===== config.mk =====
export PLATFORM = sky130hd
export DESIGN_NAME = charger_link_debounce_fsm_core
export DESIGN_NICKNAME = d
export VERILOG_FILES = /design/src/design/clfsm_pkg.sv /design/src/design/clfsm_cfg.sv /design/src/design/clfsm_step.sv /design/src/design/charger_link_debounce_fsm_core.sv
export SDC_FILE = /design/constraint.sdc
export NUM_CORES = 1
export LEC_CHECK = 0
export BUFFER_PORTS_ARGS = -buffer_cell sky130_fd_sc_hd__buf_2
export CORE_MARGIN = 2
export CORE_UTILIZATION = 60
export DETAILED_ROUTE_END_ITERATION = 8
export PLACE_DENSITY = 0.83
export SYNTH_ARGS = -nofsm -noshare
export SYNTH_HDL_FRONTEND = slang
export SYNTH_SLANG_ARGS = --single-unit

===== constraint.sdc =====
create_clock -name clk -period 8.1 [get_ports clk]
set_clock_uncertainty 0.2 [all_clocks]
set_input_delay 0 -clock clk [delete_from_list [all_inputs] [get_ports clk]]
set_output_delay 0 -clock clk [all_outputs]
set_load 0.03 [all_outputs]

===== src/design/clfsm_pkg.sv =====
// ----------------------------------------------------------------------------
// Charger link debounce package
// Shared types, state codes, register indexes and reset values.
// ----------------------------------------------------------------------------
`default_nettype none

package clfsm_pkg;

  localparam int CountW = 10;
  localparam int TickW  = 8;
  localparam int MvW    = 13;

  localparam logic [CountW-1:0] COUNT_MAX = '1;

  // Configuration register indexes.
  localparam logic [1:0] CFG_FULL_MV   = 2'd0;
  localparam logic [1:0] CFG_DEBOUNCE  = 2'd1;
  localparam logic [1:0] CFG_FIN_HOLD  = 2'd2;

  localparam logic [MvW-1:0]   FULL_MV_RESET  = 13'd4100;
  localparam logic [TickW-1:0] DEBOUNCE_RESET = 8'd120;
  localparam logic [TickW-1:0] FIN_HOLD_RESET = 8'd30;

  // Link status codes.
  localparam logic [1:0] LS_OFF      = 2'd0;
  localparam logic [1:0] LS_RUNNING  = 2'd1;
  localparam logic [1:0] LS_LOST     = 2'd2;
  localparam logic [1:0] LS_COMPLETE = 2'd3;

  // Charge level codes.
  localparam logic [1:0] LVL_NONE      = 2'd0;
  localparam logic [1:0] LVL_WARMUP    = 2'd1;
  localparam logic [1:0] LVL_CONFIRMED = 2'd2;

  typedef enum logic [2:0] {
    ST_NOTCONN  = 3'd0,
    ST_WARMUP   = 3'd1,
    ST_ACTIVE   = 3'd2,
    ST_FINISHED = 3'd3,
    ST_LOST     = 3'd4
  } fsm_state_t;

  typedef struct packed {
    logic [MvW-1:0]   full_mv;
    logic [TickW-1:0] debounce;
    logic [TickW-1:0] fin_hold;
  } cfg_t;

  typedef struct packed {
    fsm_state_t        fsm;
    logic [CountW-1:0] count;
    logic              notify;
    logic [1:0]        level;
    logic [1:0]        status;
  } link_regs_t;

  typedef struct packed {
    logic [1:0] link_status;
    logic [1:0] charge_level;
    logic       charging_started;
    logic       charge_full;
    logic       probe_used;
  } result_t;

endpackage

`default_nettype wire


===== src/design/clfsm_cfg.sv =====
// ----------------------------------------------------------------------------
// Charger link configuration registers
// Holds the full-voltage threshold and the two hold times.
// ----------------------------------------------------------------------------
`default_nettype none

module clfsm_cfg
  import clfsm_pkg::*;
(
  input  wire logic        clk,
  input  wire logic        rst,
  input  wire logic        wr_en,
  input  wire logic [1:0]  wr_index,
  input  wire logic [12:0] wr_data,
  output cfg_t             cfg
);

  always_ff @(posedge clk) begin
    if (rst) begin
      cfg.full_mv  <= FULL_MV_RESET;
      cfg.debounce <= DEBOUNCE_RESET;
      cfg.fin_hold <= FIN_HOLD_RESET;
    end else if (wr_en) begin
      case (wr_index)
        CFG_FULL_MV:  cfg.full_mv  <= wr_data;
        CFG_DEBOUNCE: cfg.debounce <= wr_data[TickW-1:0];
        CFG_FIN_HOLD: cfg.fin_hold <= wr_data[TickW-1:0];
        default: ;
      endcase
    end
  end

endmodule

`default_nettype wire


===== src/design/clfsm_step.sv =====
// ----------------------------------------------------------------------------
// Charger link step logic
// Next state of the link machine and the result of one tick.
// ----------------------------------------------------------------------------
`default_nettype none

module clfsm_step
  import clfsm_pkg::*;
(
  input  wire link_regs_t   cur,
  input  wire cfg_t         cfg,
  input  wire logic [7:0]   tick_seconds,
  input  wire logic         status_pin_high,
  input  wire logic         probe_pin_high,
  input  wire logic [12:0]  battery_mv,
  output link_regs_t        nxt,
  output result_t           res
);

  logic [CountW:0]   warm_sum;
  logic [CountW-1:0] warm_cnt;
  logic              warm_done;
  logic              cnt_ge;
  logic              mv_full;
  fsm_state_t        fsm_next;

  assign warm_sum  = {1'b0, cur.count} + {{(CountW+1-TickW){1'b0}}, tick_seconds};
  assign warm_cnt  = warm_sum[CountW] ? COUNT_MAX : warm_sum[CountW-1:0];
  assign warm_done = warm_cnt >= {{(CountW-TickW){1'b0}}, cfg.debounce};
  assign cnt_ge    = cur.count >= {{(CountW-TickW){1'b0}}, tick_seconds};
  assign mv_full   = battery_mv >= cfg.full_mv;

  // Next state.
  always_comb begin
    fsm_next = cur.fsm;
    case (cur.fsm)
      ST_NOTCONN: begin
        if (!status_pin_high) fsm_next = ST_WARMUP;
      end
      ST_WARMUP: begin
        if (status_pin_high) fsm_next = cnt_ge ? ST_LOST : ST_NOTCONN;
        else if (probe_pin_high) fsm_next = ST_FINISHED;
        else if (warm_done) fsm_next = ST_ACTIVE;
      end
      ST_ACTIVE: begin
        if (status_pin_high) fsm_next = mv_full ? ST_FINISHED : ST_LOST;
        else if (probe_pin_high) fsm_next = ST_FINISHED;
      end
      ST_FINISHED: begin
        if (status_pin_high) fsm_next = cnt_ge ? ST_LOST : ST_NOTCONN;
        else fsm_next = probe_pin_high ? ST_FINISHED : ST_ACTIVE;
      end
      ST_LOST: begin
        if (status_pin_high) fsm_next = cnt_ge ? ST_LOST : ST_NOTCONN;
        else fsm_next = ST_ACTIVE;
      end
      default: ;
    endcase
  end

  // Counter, flags and result fields.
  always_comb begin
    nxt.fsm    = fsm_next;
    nxt.count  = cur.count;
    nxt.notify = cur.notify;
    nxt.level  = cur.level;
    nxt.status = cur.status;
    res.charging_started = 1'b0;
    res.charge_full      = 1'b0;
    res.probe_used       = 1'b0;
    if (status_pin_high) begin
      case (cur.fsm)
        ST_ACTIVE: begin
          if (mv_full) begin
            nxt.status = LS_COMPLETE;
            nxt.count  = {{(CountW-TickW){1'b0}}, cfg.fin_hold};
            nxt.notify = 1'b1;
          end else begin
            nxt.status = LS_LOST;
            nxt.count  = {{(CountW-TickW){1'b0}}, cfg.debounce};
          end
        end
        ST_WARMUP, ST_FINISHED, ST_LOST: begin
          if (cnt_ge) begin
            nxt.count  = cur.count - {{(CountW-TickW){1'b0}}, tick_seconds};
            nxt.status = LS_LOST;
          end else begin
            // The hold ran out: a pending completion is reported now.
            nxt.count       = '0;
            nxt.status      = LS_OFF;
            res.charge_full = cur.notify;
            nxt.notify      = 1'b0;
          end
        end
        default: ;
      endcase
    end else begin
      case (cur.fsm)
        ST_NOTCONN: begin
          nxt.level = LVL_WARMUP;
          nxt.count = '0;
        end
        ST_WARMUP, ST_FINISHED, ST_ACTIVE: begin
          if (cur.fsm == ST_WARMUP) begin
            nxt.count = warm_cnt;
            if (warm_done) begin
              nxt.level            = LVL_CONFIRMED;
              res.charging_started = 1'b1;
            end
          end
          nxt.status     = LS_RUNNING;
          res.probe_used = 1'b1;
          if (probe_pin_high) begin
            nxt.status = LS_COMPLETE;
            nxt.count  = {{(CountW-TickW){1'b0}}, cfg.fin_hold};
            nxt.notify = 1'b1;
          end else if (cur.fsm == ST_FINISHED) begin
            nxt.notify = 1'b0;
          end
        end
        default: ;
      endcase
    end
    res.link_status  = nxt.status;
    res.charge_level = nxt.level;
  end

endmodule

`default_nettype wire


===== src/design/charger_link_debounce_fsm_core.sv =====
// Latency: a request's result is registered when it is accepted and is on the output in the next cycle.
// Throughput: one request per cycle; the link state is registered when a request is accepted.
// A result that waits holds off the next request, which is taken in the cycle
// the waiting result leaves.
// Reset: synchronous; the machine goes to not connected with a cleared counter,
// and the configuration registers take 4100 mV, 120 s and 30 s.
// ----------------------------------------------------------------------------
// Charger link debounce core
// Tracks the charger link per time tick and reports status and charge events.
// ----------------------------------------------------------------------------
`default_nettype none

module charger_link_debounce_fsm_core
  import clfsm_pkg::*;
(
  input  wire logic        clk,
  input  wire logic        rst,
  input  wire logic        cfg_valid,
  output logic             cfg_ready,
  input  wire logic [1:0]  cfg_index,
  input  wire logic [12:0] cfg_data,
  input  wire logic        in_valid,
  output logic             in_ready,
  input  wire logic [7:0]  tick_seconds,
  input  wire logic        status_pin_high,
  input  wire logic        probe_pin_high,
  input  wire logic [12:0] battery_mv,
  output logic             out_valid,
  input  wire logic        out_ready,
  output logic [1:0]       link_status,
  output logic [1:0]       charge_level,
  output logic             charging_started,
  output logic             charge_full,
  output logic             probe_used
);

  cfg_t       cfg;
  link_regs_t regs;
  link_regs_t regs_next;
  result_t    res_next;
  result_t    res;
  logic       accept;

  assign cfg_ready = 1'b1;
  assign in_ready  = !out_valid || out_ready;
  assign accept    = in_valid && in_ready;

  clfsm_cfg u_cfg (
    .clk      (clk),
    .rst      (rst),
    .wr_en    (cfg_valid && cfg_ready),
    .wr_index (cfg_index),
    .wr_data  (cfg_data),
    .cfg      (cfg)
  );

  clfsm_step u_step (
    .cur             (regs),
    .cfg             (cfg),
    .tick_seconds    (tick_seconds),
    .status_pin_high (status_pin_high),
    .probe_pin_high  (probe_pin_high),
    .battery_mv      (battery_mv),
    .nxt             (regs_next),
    .res             (res_next)
  );

  always_ff @(posedge clk) begin
    if (rst) begin
      regs.fsm    <= ST_NOTCONN;
      regs.count  <= '0;
      regs.notify <= 1'b0;
      regs.level  <= LVL_NONE;
      regs.status <= LS_OFF;
    end else if (accept) begin
      regs <= regs_next;
    end
  end

  always_ff @(posedge clk) begin
    if (rst) begin
      out_valid <= 1'b0;
    end else if (accept) begin
      out_valid <= 1'b1;
    end else if (out_ready) begin
      out_valid <= 1'b0;
    end
  end

  always_ff @(posedge clk) begin
    if (accept) begin
      res <= res_next;
    end
  end

  assign link_status      = res.link_status;
  assign charge_level     = res.charge_level;
  assign charging_started = res.charging_started;
  assign charge_full      = res.charge_full;
  assign probe_used       = res.probe_used;

  a_full_means_off: assert property (@(posedge clk) disable iff (rst)
    (out_valid && charge_full) |-> (link_status == LS_OFF))
    else $error("charge_full reported while the link is not off");

  a_started_confirms: assert property (@(posedge clk) disable iff (rst)
    (out_valid && charging_started) |-> (charge_level == LVL_CONFIRMED))
    else $error("charging_started without a confirmed charge level");

  a_notconn_count: assert property (@(posedge clk) disable iff (rst)
    (regs.fsm == ST_NOTCONN) |-> (regs.count == '0))
    else $error("seconds counter not cleared in not connected");

  a_result_follows: assert property (@(posedge clk) disable iff (rst)
    accept |=> out_valid)
    else $error("accepted request produced no result");

endmodule

`default_nettype wire


# Word level (Yosys, flattened, before mapping)
# Cells that the tools add are included.
[totals]
inputBits = 43
out_inout_bits = 10
reg_bits = 55
mem_count = 0
latch_bits = 0
ramBits = 0
mem_bits_ro = 0
[op_classes]
multipliers = 0
eq_ne = 13
n_shift = 0
n_addsub = 2
mux = 39
n_lt_le_gt_ge = 3
reduce_logical = 20
bitwise = 4
div_mod_pow = 0
[ops]
columns = ["operator", "n"]
rows = [
  ["2-to-1 mux 10 bit", 4],
  ["2-to-1 mux 3 bit", 10],
  ["one-hot mux 11 bit (2 select lines)", 1],
  [">= comparator 10 x 8 -> 1 bit", 2],
  ["one-hot mux 10 bit (2 select lines)", 1],
  ["one-hot mux 3 bit (5 select lines)", 1],
  ["2-to-1 mux 2 bit", 7],
  [">= comparator 13 bit", 1],
  ["OR reduction 3 bit", 4],
  ["adder 10 x 8 -> 11 bit", 1],
  ["2-to-1 mux 1 bit", 11],
  ["2-to-1 mux 11 bit", 1],
  ["subtractor 10 x 8 -> 10 bit", 1],
  ["2-to-1 mux 8 bit", 1],
  ["!= test 4 x 3 -> 1 bit (second input constant)", 2],
  ["one-hot mux 2 bit (2 select lines)", 2],
  ["equality test 3 x 2 -> 1 bit (second input constant)", 2],
  ["!= test 3 bit (second input constant)", 2],
  ["AND reduction 2 bit", 3],
  ["AND reduction 6 bit", 1],
  ["nonzero test 3 bit", 2],
  ["AND reduction 5 bit", 1],
  ["nonzero test 5 bit", 1],
  ["NOT 1 bit", 4],
  ["other kinds (14)", 15],
]

# Longest topological paths before layout
# Gate-level depths: netlist (run 1).
[logic_depth]
depth_word = 7
depth_mapped = 16

# By module
# Synthesis (run 1) repeated with hierarchy kept, for this count alone.
[hier_totals]
cells_unflattened = 563
area_unflattened_um2 = 4807.1
[by_module_without_submodules]
columns = ["module", "area_per_inst_um2", "seq_area_each_um2", "n_inst", "cells_each"]
rows = [
  ["clfsm_step", 2387.3, 0.0, 1, 348],
  ["clfsm_cfg", 1227.4, 580.6, 1, 119],
  ["charger_link_debounce_fsm_core", 1192.4, 590.6, 1, 96],
]

# Least setup slack after synthesis (run 1)
# No wires, ideal clock.
[synth_path]
kind = "reg2reg"
from = "register regs[5] (netlist bit)"
to = "register regs[16] (netlist bit)"
setup_time_ns = 0.117
t_required_ns = 7.783
synth_period_minus_slack_ns = 3.336
path_slack_ns = 4.764
arrival_time_ns = 3.018
stages_incl_launch_ff = 14
cell_sequence = "dfxtp_1 > ha_1 > fa_1 > nor2b_1 > o21ai_1 > a31oi_2 > nand3_2 > o21ai_0 > ha_1 > a211oi_1 > o221ai_1 > a2111oi_0 > a21oi_1 > a32o_1"
[synth_between]
elab_chain_cells = 5
[synth_lines]
columns = ["element", "line", "text"]
rows = [
  ["start: declaration", "charger_link_debounce_fsm_core.sv:38", "link_regs_t regs;"],
  ["start signal: assignment", "charger_link_debounce_fsm_core.sv:76", "regs <= regs_next;"],
  ["adder 10 x 8 -> 11 bit", "clfsm_step.sv:27", "assign warm_sum = {1'b0, cur.count} + {{(CountW+1-TickW){1'b0}}, tick_seconds};"],
  ["2-to-1 mux 10 bit", "clfsm_step.sv:28", "assign warm_cnt = warm_sum[CountW] ? COUNT_MAX : warm_sum[CountW-1:0];"],
  [">= comparator 10 x 8 -> 1 bit", "clfsm_step.sv:29", "assign warm_done = warm_cnt >= {{(CountW-TickW){1'b0}}, cfg.debounce};"],
  ["!= test 4 x 3 -> 1 bit (no source line)", "-", ""],
  ["AND reduction 5 bit (no source line)", "-", ""],
]
# No other way between the ends.
# A chain may end at the register's enable or synchronous reset.

# Worst setup path after layout (run 1)
[layout_path]
from = "register regs[5] (netlist bit)"
to = "register regs[15] (netlist bit)"
# Same word-level chain as after synthesis.

==> qor.csv, run 1 <==
metric,value,unit
drt_pass1_iterations,6,
wl_met3,622,microns
synth.net_count,574,
synthCells,492,
placedCellCount,598,
ff_latch_area,1170,sq um
antenna_violating_nets_remaining,0,
synth_top_family_by_area,compound AO/OA/AOI/OAI gates,
max-clock-path-buffers,2,
setup_viol_count_final,0,
post-route-period-util,47.6,%
distinct_cell_type_count_of_the_synthesized_netlist,60,
result_of_the_run,"complete, no violations",
cp_data_arrival_time,3.85,ns
synth_async_sr_flop_share,0,%
final_area,4640,sq um
drt-met1-wl,4480,microns
yosys-top-cells-count,"sky130_fd_sc_hd__nand2_1, sky130_fd_sc_hd__dfxtp_1, sky130_fd_sc_hd__inv_1, sky130_fd_sc_hd__a21oi_1, sky130_fd_sc_hd__ha_1",
number_of_vias_per_cell_after_detailed_routing,6.03,
leakage,1.99,nW
synthesis.yosys.warnings,0,
yosys-mux-area-fraction,6.62,%
r2r_cells,14,
vias,3832,
die-height,85.1,microns
die_area,7250,sq um
power_per_cell_area,159,nW/um^2
power,0.000736,W
synthesis.area_per_instance,8.03,sq um
drive_above_1_share,14.0,%
r2r_end,regs[15]$_SDFFE_PP0P_,
clock.fmax,0.259,GHz
clkTransAtPathRegs,0.10,ns
maxCapViolCount,0,
postSynthRegisterBits,55,
synth.top_cells.by_area,"sky130_fd_sc_hd__dfxtp_1, sky130_fd_sc_hd__ha_1, sky130_fd_sc_hd__nand2_1",
yosysSeqAreaShare,29.7,%
clock_sink_count,55,
pin_count,53,
multi_input_area,2510,sq um
hold_end,regs[5]$_SDFFE_PP0P_,
highest_layer,met4,
drt_iter0_markers,220,
grt_first_pass_wirelength,16900,microns
synth_ff_type,sky130_fd_sc_hd__dfxtp_1,
tritoncts.num_buffers,5,
io_buf_count,51,
clock_tree.root_cell,sky130_fd_sc_hd__clkbuf_8,
peakVddDrop,144,uV
mappedNetlistArea,3950,sq um
hpwlAfterDp,7180,microns
antenna_cells,0,
setup_crit_start_kind,flop,
antenna_found_initial,0,
regToRegSetupSlack,4.24,ns
drc,0,
routed_wire_length_per_instance,16.1,microns
setup_tns,0,ns
floorplan.die.width,85.1,microns
hold_violations,0,
layout.nets,640,
yosys.area_share.xor_xnor,1.77,%
globalRoute.totalOverflow,0,
p_int,0.000505,W
fp-row-count,29,
synth-compound-area-share,22.8,%
slew_viol_final,0,
p_switching,0.000231,W
post_layout_minimum_cycle_time,3.86,ns
dr_wl_met2,4850,microns
globalRouteTotalUtil,28.6,%
hold_path.startpoint,tick_seconds[0],
flow.area_growth_from_synthesis,17.4,%
critical_path.max_fanout,10,
power.switching_fraction,31.4,%
pwr-share-comb,29.1,%
synth_simple_gate_area_share,19.5,%
timing.critical_path.required,8.09,ns
clock_insertion_delay_worst_skew,0.32,ns
path_class,reg -> reg,
htreeDepth,2,
dpl_cell_area,4200,sq um
endpoint_kind,flop,
via_count_of_the_first_global_routing_pass,3684,
regToRegStartpoint,regs[5]$_SDFFE_PP0P_,
cts_resized,0,
cts_tree,yes,
synthDominantCellAreaShare,24.3,%
initial_utilization,62.2,%
number_of_buffers_inserted_by_hold_repair_at_cts,30,
min_path_cells,5,
clkPwrFrac,29.8,%
coreArea,6350,sq um
hp-class,in -> reg,
wl,10200,microns
nFillCells,473,
rsz_0062_raised_after_global_routing,no,
synth_edf_count,7,
post-cts-setup-buffer-count,0,
grt_start_max_net_pins,33,
yosys.area.top_type,sky130_fd_sc_hd__dfxtp_1,
final_cell_count_no_fill,636,
post_synth_fa_ha_maj_area_fraction,12.7,%
synth_most_common_cell,sky130_fd_sc_hd__nand2_1,
seq_power_share,41.1,%
worst_pin_slew,1.07,ns
slew-limit-headroom,28.7,%
place_congestion,0.936,
## sequential cells by signal, summed over array words and instances, names as in the netlist
register,count
charge_full,1
charge_level,2
charging_started,1
link_status,2
out_valid,1
probe_used,1
regs,18
u_cfg.cfg,29
## per-layer routing
layer	vias to the layer above	GRT usage, %
li1	1897	-
met2	150	48.2
met4	0	11.5
met1	1758	36.0
met5	-	0
met3	27	5.06
## power groups by stage
| stage | logic, W | registers (W) | clock network, W |
|---|---|---|---|
| floorplan | 0.000146 | 0.000311 | 0 |
| global placement | 0.000196 | 0.000307 | 0 |
| detailed placement | 0.000199 | 0.000308 | 0 |
| CTS | 0.000209 | 0.000302 | 0.000219 |
| global route | 0.000237 | 0.000305 | 0.000227 |
| finish | 0.000214 | 0.000302 | 0.000220 |
## through the flow
stage,setup WS (ns),util [%],hold WS [ns]
2_1_floorplan,4.76,-,-0.0749
3_3_place_gp,4.52,66.2,0.0265
3_5_place_dp,4.36,66.2,0.0464
4_1_cts,4.31,73.0,0.0594
5_1_grt,3.89,73.0,0.100
6_report,4.24,73.0,0.0681
## worst max path at each step
stage	startpoint	end	slack, ns
after floorplan	regs[5]$_SDFFE_PP0P_	regs[16]$_SDFFE_PP0P_	4.76
after global placement	regs[5]$_SDFFE_PP0P_	regs[15]$_SDFFE_PP0P_	4.52
after detailed placement	regs[5]$_SDFFE_PP0P_	regs[15]$_SDFFE_PP0P_	4.36
after CTS	regs[5]$_SDFFE_PP0P_	regs[15]$_SDFFE_PP0P_	4.31
after global routing	regs[5]$_SDFFE_PP0P_	regs[17]$_SDFFE_PP0P_	3.89
final	regs[5]$_SDFFE_PP0P_	regs[15]$_SDFFE_PP0P_	4.24
## critical path, cell delays in order, from the launching register on
cell	delay, ns
sky130_fd_sc_hd__dfxtp_1	0.32
sky130_fd_sc_hd__ha_1	0.20
sky130_fd_sc_hd__fa_1	0.39
sky130_fd_sc_hd__nor2b_1	0.17
sky130_fd_sc_hd__o21ai_1	0.22
sky130_fd_sc_hd__a31oi_2	0.18
sky130_fd_sc_hd__nand3_2	0.19
sky130_fd_sc_hd__o21ai_0	0.16
sky130_fd_sc_hd__ha_1	0.33
sky130_fd_sc_hd__a211oi_1	0.26
sky130_fd_sc_hd__o221ai_1	0.21
sky130_fd_sc_hd__a2111oi_0	0.46
sky130_fd_sc_hd__a21oi_1	0.21
sky130_fd_sc_hd__mux2i_1	0.18
sky130_fd_sc_hd__nor2_1	0.05
## cells by family after synthesis
family,count (synthesis)
simple gates,162
xor+xnor,8
compound gates,137
mux,25
other cells,1
flops,55
buf+inv,65
fa+ha+maj,39
## final cells by class
cell class / count / share of cell area (%)
repair buffers: 84 / 12.5
flip-flops and latches: 55 / 25.3
inverters: 40 / 3.24
clock buffers: 6 / 1.57
clock inverters: 2 / 1.30
well taps: 77 / 2.08
multi-input cells: 372 / 54.1
## cell usage in the layout (no fill, tap or decap), drive strengths merged, types with 4 or more instances in the layout
master,Yosys,routed
a221oi,11,11
inv,38,38
a211oi,6,6
mux2i,16,16
nand3b,4,4
buf,13,54
o21a,4,4
nor3,12,12
mux2,9,9
clkbuf,12,6
ha,37,37
nand2b,8,8
a21o,4,4
nor2b,5,5
edfxtp,7,7
nand4,6,6
a21oi,38,38
xnor2,7,7
nor2,35,35
dfxtp,48,48
o211ai,6,6
nand2,68,68
dlygate4sd3,0,30
o22ai,5,5
o21ai,34,34
nand3,9,9
a31oi,5,5
Power figures use the tool's default switching activity.
==> run 2: changes to the inputs <==
Settings changed: ABC_AREA set to 1, CORE_UTILIZATION 60 to 59, PLACE_DENSITY 0.83 to 0.81.
Clock period 8.1 ns to 3.8 ns, I/O delays scaled along.
==> run 2 against run 1 <==
Against the previous run: final cell count up 12%; routed wire length up 5.9%; power up 110%; highest routed layer unchanged.
==> qor.csv, run 2 <==
metric,value,unit,change
distinct_cell_type_count_of_the_synthesized_netlist,45,,-25%
globalRouteTotalUtil,30.0,%,+1.4 points
fp-row-count,29,,unchanged
reg.largest.list,"u_cfg.cfg: 29 flops, regs: 18 flops",,
dpl_cell_area,4260,sq um,+1.5%
flow.area_growth_from_synthesis,16.0,%,
yosys.area.top_type,sky130_fd_sc_hd__dfxtp_1,,
endpoint_kind,flop,,
pin_count,53,,unchanged
initial_utilization,61.8,%,-0.41 points
maxCapViolCount,0,,unchanged
cts_tree,yes,,
antenna_found_initial,0,,unchanged
synthDominantCellAreaShare,24.1,%,-0.25 points
grt_first_pass_wirelength,17700,microns,+4.9%
seq_power_share,42.7,%,+1.6 points
synth_most_common_cell,sky130_fd_sc_hd__nand2_1,,
wl,10800,microns,+5.9%
clock_tree.root_cell,sky130_fd_sc_hd__clkbuf_8,,
setup_crit_start_kind,flop,,
largest_reg_flops,29,,unchanged
antenna_cells,0,,unchanged
synth_edf_count,7,,unchanged
p_switching,0.000576,W,+150%
setup_tns,0,ns,unchanged
timing.critical_path.required,3.66,ns,-4.43 ns
antenna_violating_nets_remaining,0,,unchanged
regToRegSetupSlack,0.24,ns,-4.00 ns
number_of_vias_per_cell_after_detailed_routing,5.67,,-5.9%
r2r_end,charge_level[1]$_DFFE_PP_,,
vias,4041,,+5.5%
worstPathBufferInverterCount,3,,+3
synthesis.yosys.warnings,0,,unchanged
clock.fmax,0.281,GHz,+8.4%
grt_start_max_net_pins,29,,-12%
p_int,0.000959,W,+90%
result_of_the_run,"complete, no violations",,
min_path_cells,5,,unchanged
cpPeakStageDelay,0.42,ns,-0.04 ns
power_per_cell_area,332,nW/um^2,+110%
final_area,4630,sq um,-0.14%
clock_insertion_delay_worst_skew,0.31,ns,about the same
place_worst_setup_slack,0.313,ns,-4.05 ns
critical_path.max_fanout,7,,-3
path_class,reg -> reg,,
io_buf_count,51,,unchanged
clock_sink_count,55,,unchanged
leakage,2.26,nW,+13%
clkPwrFrac,21.4,%,-8.4 points
power,0.00154,W,+110%
die-height,86.2,microns,+1.3%
drt_pass1_iterations,7,,+1
coreArea,6460,sq um,+1.7%
slew-limit-headroom,37.9,%,+9.2 points
rsz_0062_raised_after_global_routing,no,,
routed_wire_length_per_instance,15.2,microns,-5.5%
worst_pin_slew,0.931,ns,-0.138 ns
worstSetupPathDepth,20,,+6
top_register,u_cfg.cfg,,
postSynthRegisterBits,55,,unchanged
library_cell_appearing_most_often_on_the_critical_path,sky130_fd_sc_hd__nand2_1,,
synth.top_cells.by_area,"sky130_fd_sc_hd__dfxtp_1, sky130_fd_sc_hd__ha_1, sky130_fd_sc_hd__nand2_1",,
drive_above_1_share,16.2,%,+2.2 points
postLayoutSetupSlackWorst,0.242,ns,-4.00 ns
globalRoute.totalOverflow,0,,unchanged
floorplan.die.width,86.2,microns,+1.3%
critical_path.cell_chain,"ha_1, fa_1, nand3_1, nand2_1, nand2_2, a21oi_4, nor2_1, inv_1, ha_1, a21oi_1, o21a_1, nand2_1, nand2_1, nand2_1, nor2_4, nand2_1, nand3_1, inv_2, o21ai_1, inv_1",,
hold_end,regs[5]$_SDFFE_PP0P_,,
yosys-top-cells-count,"sky130_fd_sc_hd__nand2_1, sky130_fd_sc_hd__inv_1, sky130_fd_sc_hd__a21oi_1, sky130_fd_sc_hd__dfxtp_1, sky130_fd_sc_hd__o21ai_0",,
power.switching_fraction,37.5,%,+6.1 points
pwr-share-comb,35.9,%,+6.8 points
clkTransAtPathRegs,0.10,ns,about the same
hpwlAfterDp,8160,microns,+14%
post_layout_minimum_cycle_time,3.56,ns,-0.300 ns
slew_viol_final,0,,unchanged
layout.nets,717,,+12%
hold_path.startpoint,tick_seconds[0],,
via_count_of_the_first_global_routing_pass,3784,,+2.7%
most_frequent_cells_in_the_layout,"sky130_fd_sc_hd__nand2_1, sky130_fd_sc_hd__inv_1, sky130_fd_sc_hd__a21oi_1",,
synthesis.area_per_instance,7.07,sq um,-12%
synthCells,564,,+15%
mappedNetlistArea,3990,sq um,+1.0%
regToRegStartpoint,regs[5]$_SDFFE_PP0P_,,
synth_async_sr_flop_share,0,%,unchanged
slowest_stage_cell_crit_path,sky130_fd_sc_hd__fa_1,,
setup_viol_count_final,0,,unchanged
drc,0,,unchanged
synth.net_count,646,,+13%
htreeDepth,2,,unchanged
place_congestion,1.08,,+16%
yosysSeqAreaShare,29.4,%,-0.31 points
max-clock-path-buffers,2,,unchanged
hold_violations,0,,unchanged
r2r_cells,20,,+6
most_common_cell_after_layout_fill_and_taps_aside,sky130_fd_sc_hd__nand2_1,,
cp_data_arrival_time,3.42,ns,-0.43 ns
worst_hold_slack,0.168,ns,+0.0996 ns
post-route-period-util,93.6,%,+46 points
post-cts-setup-buffer-count,0,,unchanged
tritoncts.num_buffers,5,,unchanged
die_area,7440,sq um,+2.6%
synth_ff_type,sky130_fd_sc_hd__dfxtp_1,,
worst_path_dominant_cell_family,simple AND/OR/NAND/NOR gates,,
drt_iter0_markers,213,,-3.2%
hp-class,in -> reg,,
peakVddDrop,170,uV,+19%
==> run 2: final cells by class <==
class                           instances  area (sq um)
Sequential cell                        55          1170
Inverter                               93           352
Tap cell                               77          96.3
Clock inverter                          3          18.8
Multi-Input combinational cell        401          2390
Fill cell                             563          1830
Timing Repair Buffer                   79           533
Clock buffer                            5          68.8
==> run 2: how the worst max path moves through the flow <==
stage | startpoint | endpoint | slack, ns
6_report | regs[5]$_SDFFE_PP0P_ | charge_level[1]$_DFFE_PP_ | 0.24
3_5_place_dp | regs[12]$_SDFFE_PP0P_ | charge_level[1]$_DFFE_PP_ | 0.31
3_3_place_gp | regs[5]$_SDFFE_PP0P_ | charge_level[1]$_DFFE_PP_ | 0.44
5_1_grt | regs[5]$_SDFFE_PP0P_ | charge_level[1]$_DFFE_PP_ | 0.03
4_1_cts | regs[5]$_SDFFE_PP0P_ | charge_level[1]$_DFFE_PP_ | 0.29
2_1_floorplan | regs[12]$_SDFFE_PP0P_ | charge_level[1]$_DFFE_PP_ | 0.68
==> run 2: stage by stage <==
stage | instances | util, %
2_1_floorplan | 564 | -
3_3_place_gp | 678 | 66.0
3_5_place_dp | 678 | 66.0
4_1_cts | 713 | 71.6
5_1_grt | 713 | 71.7
6_report | 713 | 71.7
==> run 2: per-layer routing <==
metal / track usage (%) / vias to the layer above / wire length (microns)
li1: - / 2021 / -
met1: 39.8 / 1857 / 4840
met2: 51.1 / 141 / 5120
met3: 3.62 / 22 / 638
met4: 9.38 / 0 / 221
met5: 0 / - / 0
==> run 2: worst reg2reg max path: cells and delay by family, from the launching register on <==
family                   cells  cell delay (ns)
flip-flops                   1             0.35
adder cells (fa/ha/maj)      3             0.94
AND/OR/NAND/NOR             10             1.07
AO/OA/AOI/OAI                4             0.58
buffers and inverters        3             0.18
==> run 2: timing repair <==
action,CTS,global route
resized for setup,0,1
hold endpoints to repair,39,0
hold buffers,27,0
endpoints found under the setup margin,0,2
==> run 2: power groups by stage <==
stage | registers, W | logic (W) | clock network (W)
6_report | 0.000655 | 0.000551 | 0.000329
5_1_grt | 0.000659 | 0.000614 | 0.000362
4_1_cts | 0.000654 | 0.000538 | 0.000337
3_5_place_dp | 0.000667 | 0.000514 | 0
3_3_place_gp | 0.000665 | 0.000507 | 0
2_1_floorplan | 0.000676 | 0.000375 | 0
==> run 2: logic make-up after synthesis <==
logic type	count (synthesis)	synth area share (%)
AOI/OAI and AO/OA	153	22.6
xor gates and xnor gates	6	1.32
adders and majority gates	39	12.6
buffers and inverters	108	10.9
DFF	55	29.4
other	1	0.0940
and+or+nand+nor	202	23.1
==> run 3: changes to the inputs <==
Settings changed: ABC_AREA 1 to not set.
==> run 3 against run 2 <==
Against the previous run: the run now ends with DRC left; final cell count fell by 11%; non-clock buffer count grew 5; critical endpoint unchanged; clock-buffer cell count rose by 1; sequential power fell by 2%; hold slack worse by 0.046 ns; combinational power fell by 11%; design area is 0.57% higher; critical path type unchanged; sequential share of layout area is 0.14 points lower; critical path depth decreased by 6; clock power increased by 14%; power down 1.7%.
==> qor.csv, run 3 (synthesis results as in run 1) <==
metric,value,unit,change
number_of_vias_per_cell_after_detailed_routing,6.19,,+9.3%
cts_tree,yes,,
power_per_cell_area,324,nW/um^2,-2.3%
clkTransAtPathRegs,0.11,ns,about the same
io_buf_count,51,,unchanged
top_register,u_cfg.cfg,,
layout.nets,640,,-11%
wl,10600,microns,-2.3%
hp-class,in -> reg,,
clock.fmax,0.273,GHz,-2.7%
floorplan.die.width,85.8,microns,-0.49%
setup_crit_start_kind,flop,,
drt_pass1_iterations,7,,unchanged
most_common_cell_after_layout_fill_and_taps_aside,sky130_fd_sc_hd__nand2_1,,
vias,3940,,-2.5%
via_count_of_the_first_global_routing_pass,3691,,-2.5%
library_cell_appearing_most_often_on_the_critical_path,sky130_fd_sc_hd__ha_1,,
result_of_the_run,"complete, but fails checks",,
worst_hold_slack,0.122,ns,-0.0456 ns
ff_latch_area,1170,sq um,unchanged
grt_first_pass_wirelength,17400,microns,-1.6%
worstSetupPathDepth,14,,-30%
reg.largest.list,"u_cfg.cfg: 29 flops, regs: 18 flops",,
most_frequent_cells_in_the_layout,"sky130_fd_sc_hd__nand2_1, sky130_fd_sc_hd__buf_2, sky130_fd_sc_hd__dfxtp_1",,
critical_path.cell_chain,"ha_1, nor3_1, o21ai_2, a31oi_4, nand3_4, and2_1, ha_1, nand2b_1, a21oi_1, o221ai_2, buf_4, a211oi_2, a21oi_2, o21a_1",,
pin_count,53,,unchanged
slew-limit-headroom,23.0,%,-15 points
die_area,7360,sq um,-0.98%
antenna_violating_nets_remaining,0,,unchanged
antenna_cells,0,,unchanged
worst_path_dominant_cell_family,compound AO/OA/AOI/OAI gates,,
critical_path.max_fanout,9,,+2
leakage,2.00,nW,-11%
min_path_cells,5,,unchanged
placedCellCount,600,,-12%
drive_above_1_share,16.3,%,+0.084 points
antenna_found_initial,0,,unchanged
max-clock-path-buffers,2,,unchanged
multi_input_area,2570,sq um,+7.5%
clock_insertion_delay_worst_skew,0.32,ns,about the same
htreeDepth,2,,unchanged
post-route-period-util,96.3,%,+2.6 points
path_class,reg -> reg,,
setup_viol_count_final,0,,unchanged
cp_data_arrival_time,3.55,ns,+0.13 ns
endpoint_kind,flop,,
maxCapViolCount,0,,unchanged
hold_violations,0,,unchanged
hpwlAfterDp,7420,microns,-9.1%
clock_tree.root_cell,sky130_fd_sc_hd__clkbuf_8,,
slew_viol_final,0,,unchanged
globalRoute.totalOverflow,0,,unchanged
peakVddDrop,195,uV,+15%
largest_reg_flops,29,,unchanged
initial_utilization,61.5,%,-0.29 points
slowest_stage_cell_crit_path,sky130_fd_sc_hd__ha_1,,
final_cell_count_no_fill,636,,-11%
die-height,85.8,microns,-0.49%
drt_iter0_markers,407,,+91%
worst_pin_slew,1.15,ns,+0.214 ns
r2r_cells,14,,-30%
violations,DRC,,
globalRouteTotalUtil,29.2,%,-0.75 points
flow.area_growth_from_synthesis,17.9,%,
post_layout_minimum_cycle_time,3.66,ns,+0.101 ns
grt_start_max_net_pins,33,,+14%
timing.critical_path.required,3.69,ns,+0.03 ns
nFillCells,499,,-11%
worstPathBufferInverterCount,1,,-2
clock_sink_count,55,,unchanged
place_congestion,0.880,,-19%
coreArea,6420,sq um,-0.56%
tritoncts.num_buffers,5,,unchanged
routed_wire_length_per_instance,16.6,microns,+9.5%
drc,1,,+1
fp-row-count,29,,unchanged
cpPeakStageDelay,0.40,ns,-0.02 ns
[run 3: cell types whose count changed in the layout (fill, tap and decap cells not counted), sizes merged, moves of 6 or more]
cell / change
nand3: -22
xnor2: +7
inv: -54
o21ai: -23
mux2: +9
nand2b: +8
nor2: -7
nand2: -38
nand4: -6
a21oi: -29
buf: +7
mux2i: +16
a221oi: +11
[run 3: area by class of cell]
type | instances | area share (%)
well taps | 77 | 2.07
inverters | 40 | 3.22
multi-input cells | 372 | 55.2
flip-flops and latches | 55 | 25.2
clock buffers | 6 | 1.77
repair buffers | 84 | 12.1
clock inverters | 2 | 0.430
[run 3: path summary, 6_finish.rpt]
path,slack (ns),startpoint,to
max,0.14,regs[9]$_SDFFE_PP0P_,charge_level[1]$_DFFE_PP_
min,0.12,tick_seconds[0],regs[5]$_SDFFE_PP0P_
max reg2reg,0.14,regs[9]$_SDFFE_PP0P_,charge_level[1]$_DFFE_PP_
min reg2reg,0.26,u_cfg.cfg[21]$_SDFFE_PP0P_,u_cfg.cfg[21]$_SDFFE_PP0P_
[run 3: worst min-delay path, stage by stage]
cell                       delay, ns
sky130_fd_sc_hd__buf_2          0.09
sky130_fd_sc_hd__ha_1           0.19
sky130_fd_sc_hd__o21ai_0        0.10
sky130_fd_sc_hd__o21ai_0        0.12
sky130_fd_sc_hd__a221oi_1       0.09
[run 3: metrics by stage]
step	area (sq um)	setup TNS, ns	total power (W)	utilization [%]	worst slack [ns]
finish	4660	0	0.00151	72.5	0.142
floorplan	3950	0	0.000974	-	0.464
detailed placement	4220	0	0.00109	65.7	0.113
global placement	4220	0	0.00108	65.7	0.199
CTS	4580	0	0.00148	71.4	0.0107
global route	4660	-0.0421	0.00158	72.5	-0.0421
[run 3: where the power goes]
group          switching [W]  internal (W)  total, W  leakage, nW
sequential         0.0000234      0.000621  0.000644        0.462
combinational       0.000284      0.000205  0.000490         1.48
clock               0.000221      0.000154  0.000375       0.0533
[run 3: timing repair]
action / CTS / global route
gates resized for setup: 2 / 9
hold buffers: 25 / 0
cloned: 0 / 0
endpoints found under the setup margin: 2 / 8
hold endpoints to repair: 35 / 0
setup buffers: 1 / 2
pin swaps: 2 / 1
[run 3: metal layers]
| layer | vias to the layer above | track usage, % | routed length [microns] |
|---|---|---|---|
| li1 | 1887 | - | - |
| met1 | 1853 | 39.1 | 4530 |
| met2 | 175 | 50.1 | 5190 |
| met3 | 25 | 4.14 | 667 |
| met4 | 0 | 6.49 | 193 |
| met5 | - | 0 | 0 |
